<file path="src/rtl/pbfl_pkg.sv">
// Package for the packet buffer free list: payload types, codes and control structs.
`timescale 1ns / 1ps

package pbfl_pkg;

    // Default sizes of the pool and of one allocate batch.
    localparam int DEPTH_DEFAULT     = 4096;
    localparam int MAX_BATCH_DEFAULT = 64;

    // Field widths fixed by the item formats.
    localparam int CMD_W    = 2;
    localparam int COUNT_W  = 7;
    localparam int FIDX_W   = 12;
    localparam int STATUS_W = 2;
    localparam int ADDR_W   = 48;
    localparam int SIZE_W   = 22;
    localparam int ENTRY_W  = 13;
    localparam int CFG_IDX_W = 2;

    // Reset values of the configuration registers.
    localparam logic [ADDR_W-1:0]  BASE_RESET    = '0;
    localparam logic [SIZE_W-1:0]  SIZE_RESET    = SIZE_W'(2048);
    localparam logic [ENTRY_W-1:0] ENTRIES_RESET = ENTRY_W'(4096);

    // Command codes.
    localparam logic [CMD_W-1:0] CMD_ALLOC  = 2'd0;
    localparam logic [CMD_W-1:0] CMD_FREE   = 2'd1;
    localparam logic [CMD_W-1:0] CMD_REINIT = 2'd2;

    // Result status codes.
    localparam logic [STATUS_W-1:0] STATUS_OK        = 2'd0;
    localparam logic [STATUS_W-1:0] STATUS_EMPTY     = 2'd1;
    localparam logic [STATUS_W-1:0] STATUS_BAD_INDEX = 2'd2;

    // Configuration register indexes.
    localparam logic [CFG_IDX_W-1:0] CFG_BASE_ADDRESS   = 2'd0;
    localparam logic [CFG_IDX_W-1:0] CFG_BUFFER_SIZE    = 2'd1;
    localparam logic [CFG_IDX_W-1:0] CFG_ENTRIES_IN_USE = 2'd2;

    typedef struct packed {
        logic [CMD_W-1:0]   cmd;
        logic [COUNT_W-1:0] alloc_count;
        logic [FIDX_W-1:0]  free_index;
    } pbfl_in_t;

    typedef struct packed {
        logic [STATUS_W-1:0] status;
        logic [FIDX_W-1:0]   buffer_index;
        logic [ADDR_W-1:0]   buffer_address;
        logic                last;
    } pbfl_out_t;

    // Commands from the controller to the datapath.
    typedef struct packed {
        logic                latch_in;
        logic                sweep_start;
        logic                sweep_step;
        logic                init_finish;
        logic                pop_read;
        logic                pop_take;
        logic                free_clear;
        logic                free_link;
        logic                out_load;
        logic                out_from_pop;
        logic [STATUS_W-1:0] out_status;
    } pbfl_cmd_t;

    // Status from the datapath to the controller.
    typedef struct packed {
        logic [CMD_W-1:0] in_cmd;
        logic             in_count_zero;
        logic             head_ok;
        logic             remain_one;
        logic             out_free;
        logic             sweep_done;
        logic             free_bad;
    } pbfl_stat_t;

endpackage

</file>
<file path="src/rtl/pbfl_ctrl.sv">
// Controller state machine of the packet buffer free list.
`timescale 1ns / 1ps

module pbfl_ctrl import pbfl_pkg::*; (
    input  logic       aclk,
    input  logic       aresetn,
    input  logic       s_valid,
    output logic       s_ready,
    input  pbfl_stat_t stat,
    output pbfl_cmd_t  cmd
);

    localparam logic [2:0] S_BOOT    = 3'd0;
    localparam logic [2:0] S_IDLE    = 3'd1;
    localparam logic [2:0] S_A_READ  = 3'd2;
    localparam logic [2:0] S_A_POP   = 3'd3;
    localparam logic [2:0] S_F_CLEAR = 3'd4;
    localparam logic [2:0] S_F_LINK  = 3'd5;
    localparam logic [2:0] S_INIT    = 3'd6;
    localparam logic [2:0] S_EMIT    = 3'd7;

    logic [2:0]          state_reg, state_next;
    logic [STATUS_W-1:0] emit_status_reg, emit_status_next;

    assign s_ready = (state_reg == S_IDLE);

    always_comb begin
        state_next       = state_reg;
        emit_status_next = emit_status_reg;
        cmd              = '0;
        cmd.out_status   = STATUS_OK;
        unique case (state_reg)
            S_BOOT: begin
                cmd.sweep_step = 1'b1;
                if (stat.sweep_done) begin
                    cmd.init_finish = 1'b1;
                    state_next      = S_IDLE;
                end
            end
            S_IDLE: begin
                if (s_valid) begin
                    cmd.latch_in = 1'b1;
                    case (stat.in_cmd)
                        CMD_ALLOC: begin
                            if (!stat.in_count_zero) begin
                                state_next = S_A_READ;
                            end
                        end
                        CMD_FREE: begin
                            state_next = S_F_CLEAR;
                        end
                        CMD_REINIT: begin
                            cmd.sweep_start = 1'b1;
                            state_next      = S_INIT;
                        end
                        default: begin
                            state_next = S_IDLE;
                        end
                    endcase
                end
            end
            S_A_READ: begin
                if (!stat.head_ok) begin
                    if (stat.out_free) begin
                        cmd.out_load   = 1'b1;
                        cmd.out_status = STATUS_EMPTY;
                        state_next     = S_IDLE;
                    end
                end else begin
                    cmd.pop_read = 1'b1;
                    state_next   = S_A_POP;
                end
            end
            S_A_POP: begin
                if (stat.out_free) begin
                    cmd.pop_take     = 1'b1;
                    cmd.out_load     = 1'b1;
                    cmd.out_from_pop = 1'b1;
                    state_next       = stat.remain_one ? S_IDLE : S_A_READ;
                end
            end
            S_F_CLEAR: begin
                if (stat.free_bad) begin
                    emit_status_next = STATUS_BAD_INDEX;
                    state_next       = S_EMIT;
                end else begin
                    cmd.free_clear = 1'b1;
                    state_next     = S_F_LINK;
                end
            end
            S_F_LINK: begin
                cmd.free_link    = 1'b1;
                emit_status_next = STATUS_OK;
                state_next       = S_EMIT;
            end
            S_INIT: begin
                cmd.sweep_step = 1'b1;
                if (stat.sweep_done) begin
                    cmd.init_finish  = 1'b1;
                    emit_status_next = STATUS_OK;
                    state_next       = S_EMIT;
                end
            end
            S_EMIT: begin
                if (stat.out_free) begin
                    cmd.out_load   = 1'b1;
                    cmd.out_status = emit_status_reg;
                    state_next     = S_IDLE;
                end
            end
            default: begin
                state_next = S_IDLE;
            end
        endcase
    end

    always_ff @(posedge aclk) begin
        if (!aresetn) begin
            state_reg       <= S_BOOT;
            emit_status_reg <= STATUS_OK;
        end else begin
            state_reg       <= state_next;
            emit_status_reg <= emit_status_next;
        end
    end

endmodule

</file>
<file path="config.mk">
export PLATFORM = sky130hd
export DESIGN_NAME = pbfl_ctrl
export DESIGN_NICKNAME = d
export VERILOG_FILES = /design/src/rtl/pbfl_pkg.sv /design/src/rtl/pbfl_ctrl.sv
export SDC_FILE = /design/constraint.sdc
export NUM_CORES = 1
export LEC_CHECK = 0
export BUFFER_PORTS_ARGS = -buffer_cell sky130_fd_sc_hd__clkbuf_2
export CORE_AREA = 2 2 42 44
export DETAILED_ROUTE_END_ITERATION = 7
export DIE_AREA = 0 0 44 46
export GPL_TIMING_DRIVEN = 0
export HOLD_SLACK_MARGIN = 0.05
export SLEW_MARGIN = 0
export SYNTH_ARGS = -nofsm -noshare
export SYNTH_HDL_FRONTEND = slang
export SYNTH_SLANG_ARGS = --single-unit
</file>
<file path="constraint.sdc">
create_clock -name aclk -period 1.2 [get_ports aclk]
set_input_delay 0.06 -clock aclk [delete_from_list [all_inputs] [get_ports aclk]]
set_output_delay 0.06 -clock aclk [all_outputs]
set_load 0.1 [all_outputs]
</file>
==> results.cfg <==
[run_status]
outcome = finished, violations left
failed_checks = negative setup slack

[yosys]
ys_warn_count = 0
ys_ff_latch = 4
synth_area_leaders = dfxtp_1 (18%), ha_1 (8.6%), buf_4 (5.1%)
synth_edf_count = 0
synth_top_area_share = 0.183
ys_async_sr_fraction = 0
syn_area_sq_um = 438
synth_top_cell_by_area = dfxtp_1
syn-num-nets = 69
synth_cell_types = 31
synth_commonest_cells = inv_1 (6), nor2_1 (6), dfxtp_1 (4)
synthFlopType = dfxtp_1
synth.avg_cell_area_sq_um = 7.96
netlist_instances = 55
ys_seq_area_frac = 0.183

[critical_path]
reg2reg_depth = 6
cp.arrival_ns = 1.38
cp_data_required_time_ns = 1.14
critical_path_class = reg -> out
critPathMaxStageDelay_ns = 0.35
cp-start-kind = flip-flop
crit_fanout = 9
cp-end-kind = output port
critPathSlowestCell = dfxtp_4
path_cells = buf_6 -> and4bb_4 -> and2_4 -> clkbuf_16

[floorplan]
boundaryPins = 24
die-area_sq_um = 2020
die_w_um = 44
die_h_um = 46
rows = 15
fp.coreArea_sq_um = 1610
initial_core_util = 0.271

[global_routing]
grt_use_total = 0.163
grt_pass1_wl_um = 2410
grt_max_degree = 11
antenna_found_initial = 0
gr-total-overflow = 0
grt_pass1_vias = 562

[clock_tree]
cts.htree.levels = 1
clkTransAtPathRegs_ns = 0.04
cts.sinks = 4
cts_buffers = 3
clock_tree.buffer_depth = 2
cts_tree = built
clkLatencyLatePin_ns = 0.23
cts-root-buf = clkbuf_4
hold_buffers = 0

[timing]
finalClockSkew_ns = 0.000251
timing.final.ws_setup_ns = -0.237
rsz0062_at_grt = true
finalCriticalPeriod_ns = 1.44
hold_violations = 0
final-setup-viol-count = 14
worst_pin_slew_ns = 0.288
max_freq_ghz = 0.696
slew_violations = 0
slew_headroom = 0.806
fin_tns_setup_ns = -2.14
finalCritPeriodShare = 1.20

[pwr]
p_clk_frac = 0.202
p_sw_mw = 0.347
pwr-share-seq = 0.189
p_sw_frac = 0.421
leakage_nw = 0.509
p_int_mw = 0.477
power_density_nw_per_um2 = 713
comb_power_share = 0.608
ir_drop_mv = 0.361
p_total_mw = 0.825

[place]
portBuffers = 23
place.gp.congestion = 0.730
dpl.hpwl_um = 892
placed_cells = 95

[detailed_routing]
drtIter0Drc = 10
wl_per_cell_um = 14.2
dr_total_vias = 594
drt_pass1_iterations = 4
drc = 0
viasPerCell = 5.17
drt_wl_total_um = 1630
ant_nets = 0

[finish]
seqCellArea_sq_um = 88.8
antenna-diode-count = 0
stdcell_count = 115
layout-drive-gt1-share = 0.714
multi_input_area_sq_um = 440
syn_to_final_growth_pct = 164
largest_reg_flops = 3
fillers = 109
fin_nets = 114

[hold_path]
min_path_type = in -> reg
whs_path_depth = 3

[flow_run]
maxCapViolations = 0
metrics by stage:
step,instance area (sq um),hold WS [ns],utilization,worst slack (ns)
final,1160,0.0935,0.716,-0.237
after CTS,1040,0.0886,0.642,-0.247
after global placement,674,0.340,0.418,-0.246
after detailed placement,674,0.340,0.418,-0.263
after global routing,1160,0.113,0.716,-0.280
after floorplan,538,0.215,-,-0.782
cell usage in the layout (no fill, tap or decap), types with 3 or more instances in the layout:
master     instances
nor2_1             3
ha_1               3
buf_6              7
nand2_1            3
buf_4             11
clkbuf_16         11
clkbuf_4           3
and2_4             3
clkbuf_2          10
inv_1              6
nor2_4             3
power groups by stage:
stage | logic, mW | clock network [mW] | registers, mW
2_1_floorplan | 0.278 | 0 | 0.155
3_3_place_gp | 0.335 | 0 | 0.158
3_5_place_dp | 0.337 | 0 | 0.158
4_1_cts | 0.443 | 0.171 | 0.157
5_1_grt | 0.525 | 0.186 | 0.156
6_report | 0.502 | 0.167 | 0.156
path summary, 6_finish.rpt:
check,start,end,slack [ns]
worst max-delay path,state_reg[2],cmd[10],-0.24
worst min-delay path,aresetn,state_reg[1],0.09
worst max register to register,state_reg[1],state_reg[0],-0.11
worst min register to register,emit_status_reg[1],emit_status_reg[1],0.48
cells by family after synthesis:
logic type,after synthesis,synth area share
DFF,4,0.183
adders and majority gates,3,0.0857
and+or+nand+nor,27,0.397
buffers and inverters,10,0.129
AOI/OAI and AO/OA,11,0.206
critical path: cells and delay by family (launching register included):
family                 cells  cell delay [ns]
buffers and inverters      2             0.32
DFF                        1             0.35
and+or+nand+nor            2             0.47
final cells by class:
cell class                 count  share of cell area
timing repair buffer          40               0.431
sequential                     4              0.0768
tap                           17              0.0184
buffer                         4              0.0541
multi-input combinational     41               0.381
inverter                       6              0.0195
clock buffer                   3              0.0195
metal layers:
layer / global-route usage / part of all wire / routed length, um / up-vias
met2: 0.294 / 0.53 / 869 / 21
met5: 0 / 0 / 0 / -
li1: - / - / - / 286
met3: 0 / 0.032 / 52 / 2
met1: 0.190 / 0.42 / 691 / 285
met4: 0.109 / 0.0092 / 15 / 0
what timing repair did:
| item | in CTS | in global routing |
|---|---|---|
| buffers inserted | 8 | 10 |
| hold endpoints to repair | 0 | 0 |
| pin swaps | 5 | 7 |
| endpoints found under the setup margin | 13 | 14 |
| resized for setup | 47 | 12 |
| gates cloned | 1 | 0 |
No activity file was read; power rests on OpenSTA's default activity.
